==> config.mk <==
export PLATFORM = sky130hd
export DESIGN_NAME = url_percent_unicode_decoder_flat
export DESIGN_NICKNAME = d
export VERILOG_FILES = /design/src/hdl/url_dec_pkg.sv /design/src/hdl/url_dec_in_if.sv /design/src/hdl/url_dec_out_if.sv /design/src/hdl/url_dec_core.sv /design/src/hdl/url_dec_rqueue.sv /design/src/hdl/url_percent_unicode_decoder.sv /design/src/flat_wrapper.sv
export SDC_FILE = /design/constraint.sdc
export NUM_CORES = 1
export LEC_CHECK = 0
export BUFFER_PORTS_ARGS = -buffer_cell sky130_fd_sc_hd__buf_2
export CAP_MARGIN = 20
export CELL_PAD_IN_SITES_DETAIL_PLACEMENT = 1
export CELL_PAD_IN_SITES_GLOBAL_PLACEMENT = 1
export CORE_MARGIN = 1
export CORE_UTILIZATION = 30
export DETAILED_ROUTE_END_ITERATION = 8
export PLACE_DENSITY_LB_ADDON = 0.1
export SETUP_SLACK_MARGIN = 0.3
export SLEW_MARGIN = 30
export SYNTH_ARGS = -nofsm -noshare
export SYNTH_HDL_FRONTEND = slang
export SYNTH_SLANG_ARGS = --single-unit
==> constraint.sdc <==
create_clock -name clk -period 4.7 [get_ports clk]
set_input_delay 1.175 -clock clk [delete_from_list [all_inputs] [get_ports clk]]
set_output_delay 1.175 -clock clk [all_outputs]
set_load 0.02 [all_outputs]
==> src/hdl/url_dec_pkg.sv <==
`timescale 1ns / 1ps
`default_nettype none
// ----------------------------------------------------------------------------
// url_dec_pkg
// shared types, character codes and hex helpers for the url decoder
// ----------------------------------------------------------------------------
package url_dec_pkg;

    // escape parser phase
    typedef enum logic [2:0] {
        PH_IDLE = 3'd0,
        PH_PCT  = 3'd1,
        PH_HEX1 = 3'd2,
        PH_U0   = 3'd3,
        PH_U1   = 3'd4,
        PH_U2   = 3'd5,
        PH_U3   = 3'd6
    } phase_t;

    // string status reported on the last decoded byte
    typedef enum logic [1:0] {
        ST_OK         = 2'd0,
        ST_BAD_ESCAPE = 2'd1,
        ST_BAD_PATH   = 2'd2
    } status_t;

    typedef struct packed {
        phase_t      phase;
        logic [7:0]  held;
        logic [15:0] accum;
        logic        group_inv;
        logic        bad_esc;
        logic        bad_path;
    } esc_state_t;

    // decoded bytes caused by one request, oldest in bytes[0]
    typedef struct packed {
        logic [1:0]      count;
        logic [2:0][7:0] bytes;
        logic            final_flag;
        status_t         status;
    } bundle_t;

    localparam int unsigned MAX_BYTES = 3;

    localparam logic [7:0] CH_PCT   = 8'h25;
    localparam logic [7:0] CH_PLUS  = 8'h2B;
    localparam logic [7:0] CH_SPACE = 8'h20;
    localparam logic [7:0] CH_SLASH = 8'h2F;
    localparam logic [7:0] CH_NUL   = 8'h00;
    localparam logic [7:0] CH_U_LO  = 8'h75;
    localparam logic [7:0] CH_U_UP  = 8'h55;
    localparam logic [7:0] CH_0     = 8'h30;
    localparam logic [7:0] CH_9     = 8'h39;
    localparam logic [7:0] CH_A_UP  = 8'h41;
    localparam logic [7:0] CH_F_UP  = 8'h46;
    localparam logic [7:0] CH_A_LO  = 8'h61;
    localparam logic [7:0] CH_F_LO  = 8'h66;

    localparam esc_state_t ESC_STATE_RESET = '{
        phase:     PH_IDLE,
        held:      8'h00,
        accum:     16'h0000,
        group_inv: 1'b0,
        bad_esc:   1'b0,
        bad_path:  1'b0
    };

    function automatic logic is_hex(input logic [7:0] c);
        return (c >= CH_0 && c <= CH_9) || (c >= CH_A_LO && c <= CH_F_LO) ||
               (c >= CH_A_UP && c <= CH_F_UP);
    endfunction

    function automatic logic [3:0] hex_val(input logic [7:0] c);
        logic [7:0] t;
        begin
            if (c >= CH_A_UP)
                t = ((c & 8'hDF) - CH_A_UP) + 8'd10;
            else
                t = c - CH_0;
            return t[3:0];
        end
    endfunction

endpackage : url_dec_pkg
`default_nettype wire

==> src/hdl/url_dec_in_if.sv <==
`timescale 1ns / 1ps
`default_nettype none
// ----------------------------------------------------------------------------
// url_dec_in_if
// encoded byte channel: valid/ready plus one raw byte and end-of-string mark
// ----------------------------------------------------------------------------
interface url_dec_in_if;
    logic       valid;
    logic       ready;
    logic [7:0] char_in;
    logic       end_of_string;

    modport source (output valid, output char_in, output end_of_string, input ready);
    modport sink   (input valid, input char_in, input end_of_string, output ready);
endinterface : url_dec_in_if
`default_nettype wire

==> src/hdl/url_dec_out_if.sv <==
`timescale 1ns / 1ps
`default_nettype none
// ----------------------------------------------------------------------------
// url_dec_out_if
// decoded byte channel: valid/ready plus byte, last flag and string status
// ----------------------------------------------------------------------------
interface url_dec_out_if;
    logic       valid;
    logic       ready;
    logic [7:0] char_out;
    logic       final_out;
    logic [1:0] decode_status;

    modport source (output valid, output char_out, output final_out,
                    output decode_status, input ready);
    modport sink   (input valid, input char_out, input final_out,
                    input decode_status, output ready);
endinterface : url_dec_out_if
`default_nettype wire

==> src/hdl/url_dec_core.sv <==
`timescale 1ns / 1ps
`default_nettype none
// ----------------------------------------------------------------------------
// url_dec_core
// one-byte step of the escape parser: next state and up to three output bytes
// ----------------------------------------------------------------------------
module url_dec_core
    import url_dec_pkg::*;
(
    input  esc_state_t state,
    input  logic [7:0] char_in,
    input  logic       end_of_string,
    output esc_state_t state_next,
    output bundle_t    bundle
);

    function automatic bundle_t push_byte(input bundle_t b, input logic [7:0] v);
        bundle_t r;
        begin
            r = b;
            if (r.count != 2'(MAX_BYTES))
            begin
                r.bytes[r.count] = v;
                r.count          = r.count + 2'd1;
            end
            return r;
        end
    endfunction

    // code point to 1..3 utf-8 bytes
    function automatic bundle_t emit_code(input bundle_t b, input logic [15:0] cp);
        bundle_t r;
        begin
            r = b;
            if (cp < 16'h0080)
                r = push_byte(r, cp[7:0]);
            else if (cp < 16'h0800)
            begin
                r = push_byte(r, 8'hC0 | {3'b000, cp[10:6]});
                r = push_byte(r, 8'h80 | {2'b00, cp[5:0]});
            end
            else
            begin
                r = push_byte(r, 8'hE0 | {4'h0, cp[15:12]});
                r = push_byte(r, 8'h80 | {2'b00, cp[11:6]});
                r = push_byte(r, 8'h80 | {2'b00, cp[5:0]});
            end
            return r;
        end
    endfunction

    logic [7:0]  c;
    logic        c_hex;
    logic [3:0]  c_val;
    logic        do_plain;
    logic [7:0]  pair_val;
    logic [15:0] acc_new;
    logic        inv_new;
    esc_state_t  s;
    bundle_t     r;

    assign c        = (char_in == CH_PLUS) ? CH_SPACE : char_in;
    assign c_hex    = is_hex(c);
    assign c_val    = hex_val(c);
    assign pair_val = {hex_val(state.held), c_val};
    assign acc_new  = c_hex ? {state.accum[11:0], c_val} : state.accum;
    assign inv_new  = state.group_inv | ~c_hex;

    always_comb
    begin
        s        = state;
        r        = '0;
        do_plain = 1'b0;
        unique case (state.phase) inside
            PH_PCT:
            begin
                if (c == CH_U_LO || c == CH_U_UP)
                begin
                    if (end_of_string)
                        r = push_byte(r, CH_NUL);
                    else
                    begin
                        s.phase     = PH_U0;
                        s.accum     = 16'h0000;
                        s.group_inv = 1'b0;
                    end
                end
                else if (c_hex)
                begin
                    if (end_of_string)
                    begin
                        r         = push_byte(r, CH_PCT);
                        r         = push_byte(r, c);
                        s.bad_esc = 1'b1;
                        s.phase   = PH_IDLE;
                    end
                    else
                    begin
                        s.held  = c;
                        s.phase = PH_HEX1;
                    end
                end
                else
                begin
                    r         = push_byte(r, CH_PCT);
                    s.bad_esc = 1'b1;
                    s.phase   = PH_IDLE;
                    do_plain  = 1'b1;
                end
            end
            PH_HEX1:
            begin
                s.phase = PH_IDLE;
                if (c_hex)
                begin
                    r = push_byte(r, pair_val);
                    if (pair_val == CH_SLASH || pair_val == CH_NUL)
                        s.bad_path = 1'b1;
                end
                else
                begin
                    r         = push_byte(r, CH_PCT);
                    r         = push_byte(r, state.held);
                    s.bad_esc = 1'b1;
                    do_plain  = 1'b1;
                end
            end
            PH_U0, PH_U1, PH_U2, PH_U3:
            begin
                s.accum     = acc_new;
                s.group_inv = inv_new;
                if (state.phase == PH_U3)
                begin
                    r       = emit_code(r, inv_new ? 16'h0000 : acc_new);
                    s.phase = PH_IDLE;
                end
                else if (end_of_string)
                begin
                    r       = push_byte(r, CH_NUL);
                    s.phase = PH_IDLE;
                end
                else
                    s.phase = phase_t'(state.phase + 3'd1);
            end
            default:
            begin
                s.phase  = PH_IDLE;
                do_plain = 1'b1;
            end
        endcase

        // current byte handled as ordinary input
        if (do_plain)
        begin
            if (c == CH_PCT)
            begin
                if (end_of_string)
                begin
                    r         = push_byte(r, CH_PCT);
                    s.bad_esc = 1'b1;
                end
                else
                    s.phase = PH_PCT;
            end
            else
                r = push_byte(r, c);
        end

        if (end_of_string)
        begin
            if (r.count != 2'd0)
            begin
                r.final_flag = 1'b1;
                r.status     = s.bad_esc ? ST_BAD_ESCAPE :
                               (s.bad_path ? ST_BAD_PATH : ST_OK);
            end
            s = ESC_STATE_RESET;
        end

        state_next = s;
        bundle     = r;
    end

endmodule : url_dec_core
`default_nettype wire

==> src/hdl/url_dec_rqueue.sv <==
`timescale 1ns / 1ps
`default_nettype none
// ----------------------------------------------------------------------------
// url_dec_rqueue
// two-entry queue of byte bundles, drained one byte per request
// ----------------------------------------------------------------------------
module url_dec_rqueue
    import url_dec_pkg::*;
(
    input  logic          clk,
    input  logic          rst_n,
    input  logic          push,
    input  bundle_t       push_data,
    output logic          full,
    url_dec_out_if.source dec
);

    bundle_t    slot_reg [2];
    logic       wr_ptr_reg;
    logic       rd_ptr_reg;
    logic [1:0] cnt_reg;
    logic [1:0] cnt_next;
    logic [1:0] byte_idx_reg;
    bundle_t    head;
    logic       take;
    logic       last;
    logic       pop;

    assign head = slot_reg[rd_ptr_reg];
    assign full = (cnt_reg == 2'd2);
    assign take = dec.valid & dec.ready;
    assign last = (byte_idx_reg == head.count - 2'd1);
    assign pop  = take & last;

    assign dec.valid         = (cnt_reg != 2'd0);
    assign dec.char_out      = head.bytes[byte_idx_reg];
    assign dec.final_out     = head.final_flag & last;
    assign dec.decode_status = (head.final_flag & last) ? head.status : ST_OK;

    always_comb
    begin
        cnt_next = cnt_reg;
        case ({push, pop})
            2'b10:   cnt_next = cnt_reg + 2'd1;
            2'b01:   cnt_next = cnt_reg - 2'd1;
            default: cnt_next = cnt_reg;
        endcase
    end

    always_ff @(posedge clk)
    begin
        if (push)
            slot_reg[wr_ptr_reg] <= push_data;
    end

    always_ff @(posedge clk or negedge rst_n)
    begin
        if (!rst_n)
        begin
            wr_ptr_reg   <= 1'b0;
            rd_ptr_reg   <= 1'b0;
            cnt_reg      <= 2'd0;
            byte_idx_reg <= 2'd0;
        end
        else
        begin
            cnt_reg <= cnt_next;
            if (push)
                wr_ptr_reg <= ~wr_ptr_reg;
            if (pop)
                rd_ptr_reg <= ~rd_ptr_reg;
            if (take)
                byte_idx_reg <= last ? 2'd0 : byte_idx_reg + 2'd1;
        end
    end

endmodule : url_dec_rqueue
`default_nettype wire

==> src/hdl/url_percent_unicode_decoder.sv <==
`timescale 1ns / 1ps
`default_nettype none
// ----------------------------------------------------------------------------
// url_percent_unicode_decoder
// form-urlencoded decoder: '+', %HH and %uXXXX (to utf-8), one raw byte per
// request, with bad-escape / slash-or-null status on the last decoded byte
// ----------------------------------------------------------------------------
//
//  channel  role    payload                                  per request
//  -------  ------  ---------------------------------------  -----------------
//  enc      sink    char_in[7:0], end_of_string              one raw byte
//  dec      source  char_out[7:0], final_out, decode_status  one decoded byte
//
//  - a raw byte is taken every cycle while the result queue has a free slot;
//    the parser state updates in the same edge, so there is no bubble
//  - a request makes 0..3 decoded bytes; the result side drains one byte per
//    cycle while dec.ready is high
//  - the two-entry result queue sets enc.ready: it drops only when both slots
//    hold undelivered bytes, so a stalled dec side backs up after two
//    requests that produce bytes (requests that produce none take no slot)
//  - rst_n clears parser state and the queue pointers asynchronously
//
module url_percent_unicode_decoder
    import url_dec_pkg::*;
(
    input  logic          clk,
    input  logic          rst_n,
    url_dec_in_if.sink    enc,
    url_dec_out_if.source dec
);

    esc_state_t state_reg;
    esc_state_t state_next;
    bundle_t    step_bundle;
    logic       q_full;
    logic       accept;

    // request accepted on this edge
    assign enc.ready = ~q_full;
    assign accept    = enc.valid & enc.ready;

    // escape parser step, purely combinational from the held state
    url_dec_core u_core (
        .state         (state_reg),
        .char_in       (enc.char_in),
        .end_of_string (enc.end_of_string),
        .state_next    (state_next),
        .bundle        (step_bundle)
    );

    // requests that decode to nothing (pending escape bytes) skip the queue
    url_dec_rqueue u_rqueue (
        .clk       (clk),
        .rst_n     (rst_n),
        .push      (accept && (step_bundle.count != 2'd0)),
        .push_data (step_bundle),
        .full      (q_full),
        .dec       (dec)
    );

    // parser state only moves on an accepted byte
    always_ff @(posedge clk or negedge rst_n)
    begin
        if (!rst_n)
            state_reg <= ESC_STATE_RESET;
        else if (accept)
            state_reg <= state_next;
    end

    // end of string always returns the parser to idle with clean flags
    assert property (@(posedge clk) disable iff (!rst_n)
        accept && enc.end_of_string |=>
            state_reg.phase == PH_IDLE && !state_reg.bad_esc && !state_reg.bad_path)
        else $error("parser state not cleared after end of string");

    // an end-of-string request always yields at least one decoded byte
    assert property (@(posedge clk) disable iff (!rst_n)
        accept && enc.end_of_string |-> step_bundle.count != 2'd0)
        else $error("end of string produced no decoded byte");

    // status is only reported on the last byte of a string
    assert property (@(posedge clk) disable iff (!rst_n)
        dec.valid && !dec.final_out |-> dec.decode_status == ST_OK)
        else $error("status on a non-final byte");

    // back-pressure only while decoded bytes are waiting
    assert property (@(posedge clk) disable iff (!rst_n)
        !enc.ready |-> dec.valid)
        else $error("input stalled with empty result queue");

endmodule : url_percent_unicode_decoder
`default_nettype wire
==> src/flat_wrapper.sv <==
// flat-port wrapper written by rule: the top's interface ports become plain ports
module url_percent_unicode_decoder_flat import url_dec_pkg::*;
  (clk, rst_n, enc_valid, enc_char_in, enc_end_of_string, enc_ready, dec_valid, dec_char_out, dec_final_out, dec_decode_status, dec_ready);
  url_dec_in_if enc_i ();
  url_dec_out_if dec_i ();
  input  logic clk;
  input  logic rst_n;
  input wire logic [$bits(enc_i.valid)-1:0] enc_valid;
  input wire logic [$bits(enc_i.char_in)-1:0] enc_char_in;
  input wire logic [$bits(enc_i.end_of_string)-1:0] enc_end_of_string;
  output wire logic [$bits(enc_i.ready)-1:0] enc_ready;
  output wire logic [$bits(dec_i.valid)-1:0] dec_valid;
  output wire logic [$bits(dec_i.char_out)-1:0] dec_char_out;
  output wire logic [$bits(dec_i.final_out)-1:0] dec_final_out;
  output wire logic [$bits(dec_i.decode_status)-1:0] dec_decode_status;
  input wire logic [$bits(dec_i.ready)-1:0] dec_ready;
  assign enc_i.valid = enc_valid;
  assign enc_i.char_in = enc_char_in;
  assign enc_i.end_of_string = enc_end_of_string;
  assign enc_ready = enc_i.ready;
  assign dec_valid = dec_i.valid;
  assign dec_char_out = dec_i.char_out;
  assign dec_final_out = dec_i.final_out;
  assign dec_decode_status = dec_i.decode_status;
  assign dec_i.ready = dec_ready;
  url_percent_unicode_decoder u_core (.clk(clk), .rst_n(rst_n), .enc(enc_i), .dec(dec_i));
endmodule
==> impl_metrics.yaml <==
status:
  outcome: "finished clean"
pwr:
  cellLeakagePower_nw: 2.25
  p_per_area_nw_per_um2: 439
  ir_worst_vdd_mv: 0.204
detailed_routing:
  num_vias: 3823
  wirelength_um: 15400
  via_per_inst: 5.43
  postRouteAntennaNets: 0
  remaining_drc_errors: 0
  dr.pass1.iters: 4
  drtIter0Drc: 303
  routedWlPerCell_um: 21.8
logic_synthesis:
  muxShareOfSynthArea_pct: 7.69
  ys_async_sr_fraction_pct: 35.6
  synth_cells: 456
  synth-compound-area-share_pct: 20.0
  synth-main-ff-cell: "edfxtp_1"
  synth-edff-count: 58
  synth_cell_type_count: 69
  synth_top_family_by_area: "compound AO/OA/AOI/OAI gates"
  syn_area_per_cell_um2: 11.0
  synth.cell_area_um2: 5020
  yosys.area_share.simple_pct: 13.5
  synth_seq_area_share_pct: 50.6
  yosys_warnings: 0
  syn_nets: 475
  synth-xor-area-share_pct: 2.96
  synthAdderAreaFrac_pct: 1.69
  ys_seq_elements: 90
critical_path:
  crit_required_ns: 4.97
  endpoint_kind: "flip-flop"
  critPathLaunchType: "primary input"
  critical_path_arrival_ns: 4.13
  cp_slowest_cell: "or4_4"
  cpMostUsedCell: "ha_1"
  crit_chain: "buf_2, inv_1, ha_1, or4_4, a41oi_4, nor3_2, nor4_4, nand2_4, o31ai_4, ha_1, nor2_1, xor2_1"
  worstSetupPathType: "in2reg"
  cp_max_fo: 8
  crit_buf_inv: 2
  path_delay_family: "simple AND/OR/NAND/NOR gates"
  worst_path_largest_cell_delay_ns: 0.46
global_route:
  track_usage_pct: 18.8
  antenna_found_initial: 0
  grt_pass1_wl_um: 24400
  grt_start_max_net_pins: 33
  first_global_vias: 4083
  grt_overflow: 0
finish:
  drive_gt1_share_pct: 17.0
  final_cell_mix: "edfxtp_1 (58), nor2_1 (35), dfrtp_1 (32), a21oi_1 (30), nand2_1 (28)"
  diodes: 0
  final_area_um2: 5720
  layout.cells.most_common: "edfxtp_1"
  area_growth_syn_to_layout_pct: 13.9
  largest_reg_flops: 58
  nets: 502
  fillers: 1822
floorplan:
  rows: 46
  core_area_um2: 16100
  start_util_pct: 31.2
  dieArea_um2: 17300
  die_h_um: 131
  pin_count: 26
  die_w_um: 131
clocking:
  cts.clk_slew.worst_paths_ns: 0.06
  clkSinkCount: 90
  clock_latency_ns: 0.35
  clockBufferDepth: 2
  cts_buffers: 9
  postCtsHoldBufs: 0
  clock-root-buffer: "clkbuf_16"
  cts_tree: "done"
  cts_setup_buffers: 0
  htree_num_levels: 3
  cts_resized: 0
timing:
  relSlewSlack_pct: 45.2
  rsz0062_at_grt: "false"
  tightest_slew_ns: 0.822
  fmax_ghz: 0.259
  min_period_ns: 3.86
  timing.setup.tns_ns: 0
  drv_slew: 0
  setup-violations-final: 0
  fin_crit_sh_pct: 82.1
  fin_worst_skew_ns: 0.00777
  hold_viol: 0
  holdWs_ns: 0.492
job:
  cap_violations: 0
placement:
  dp_hpwl_um: 11700
  placed_cell_area_um2: 5450
  gp_congestion: 0.900
  io_buffers: 25
worst_hold_path:
  min_path_type: "reg2reg"
## logic make-up (layout without fill, tap and decap cells)
| kind of cell | after synthesis | count (layout) |
|---|---|---|
| buffers and inverters | 45 | 77 |
| AO/OA/AOI/OAI | 143 | 143 |
| flip-flops | 90 | 90 |
| adder cells (fa/ha/maj) | 7 | 7 |
| multiplexers | 28 | 28 |
| XOR/XNOR | 17 | 17 |
| AND/OR/NAND/NOR | 126 | 126 |
## per-layer routing
layer  vias to the layer above  track usage, %  wire [um]
met4                         0            7.62        438
met3                        22            2.89        555
met2                        74            30.6       7400
met5                         -               0          0
met1                      1937            24.8       6970
li1                       1790               -          -
## synthesized netlist by cell type, drive strengths merged (3+ instances only)
cell type	n	area share, %
o22ai	15	1.9
nor4	3	0.67
a22o	15	2.6
edfxtp	58	35
mux2i	18	3.6
nand2b	5	0.62
mux4	8	3.6
inv	22	1.6
or2	4	0.50
nor3	6	0.92
nand3b	8	1.2
xnor2	10	1.7
and3	6	0.75
nand3	9	0.90
ha	6	1.5
a221o	4	0.80
a21oi	31	3.2
or4	3	0.52
nor2	37	2.8
xor2	7	1.2
o211ai	4	0.60
o21ai	28	2.8
clkbuf	15	1.1
buf	8	0.72
a21o	8	1.2
nand2	29	2.3
and2	6	0.75
dfrtp	32	16
o31ai	4	0.87
a221oi	4	0.70
a211oi	6	0.90
## report_power, final
group / internal, W / switching (W)
clock network: 0.000359 / 0.000309
registers: 0.00100 / 0.0000783
logic: 0.000308 / 0.000456
## per-stage QoR
step	total power, W	util (%)	setup slack (ns)	instances
global placement	0.00187	33.8	0.608	688
floorplan	0.00162	-	0.218	456
finish	0.00251	35.5	0.843	704
CTS	0.00256	35.5	0.833	704
detailed placement	0.00188	33.8	0.461	688
global route	0.00266	35.5	0.666	704
## layout make-up
cell class | count | area, um^2 | area share [%]
well taps | 216 | 270 | 4.72
multi-input cells | 321 | 2310 | 40.4
flip-flops and latches | 90 | 2540 | 44.4
clock inverters | 6 | 42.5 | 0.743
repair buffers | 39 | 243 | 4.24
clock buffers | 10 | 229 | 4.00
inverters | 22 | 82.6 | 1.44
## path summary, 6_finish.rpt
| check | from | endpoint | slack, ns | depth (start not counted) |
|---|---|---|---|---|
| worst max-delay path | enc_char_in[1] | u_core.u_rqueue.cnt_reg[1]$_DFFE_PN0P_ | 0.84 | 12 |
| worst max register to register | u_core.state_reg[20]$_DFFE_PN0P_ | u_core.u_rqueue.slot_reg[1][1]$_DFFE_PP_ | 1.49 | 9 |
| min in group asynchronous | rst_n | u_core.state_reg[29]$_DFFE_PN0P_ | 0.92 | 1 |
| worst min-delay path | u_core.u_rqueue.cnt_reg[1]$_DFFE_PN0P_ | u_core.u_rqueue.cnt_reg[1]$_DFFE_PN0P_ | 0.49 | 1 |
| max in group asynchronous | rst_n | u_core.state_reg[8]$_DFFE_PN0P_ | 3.25 | 1 |
| worst min register to register | u_core.u_rqueue.cnt_reg[1]$_DFFE_PN0P_ | u_core.u_rqueue.cnt_reg[1]$_DFFE_PN0P_ | 0.49 | 1 |
## worst reg2reg max path: cells and delay by family, from the launching register on
| kind | cells | cell delay (ns) |
|---|---|---|
| compound gates | 4 | 1.23 |
| buf+inv | 1 | 0.11 |
| flops | 1 | 0.45 |
| simple gates | 3 | 1.09 |
| fa+ha+maj | 1 | 0.19 |
No activity file was read; power rests on OpenSTA's default activity.
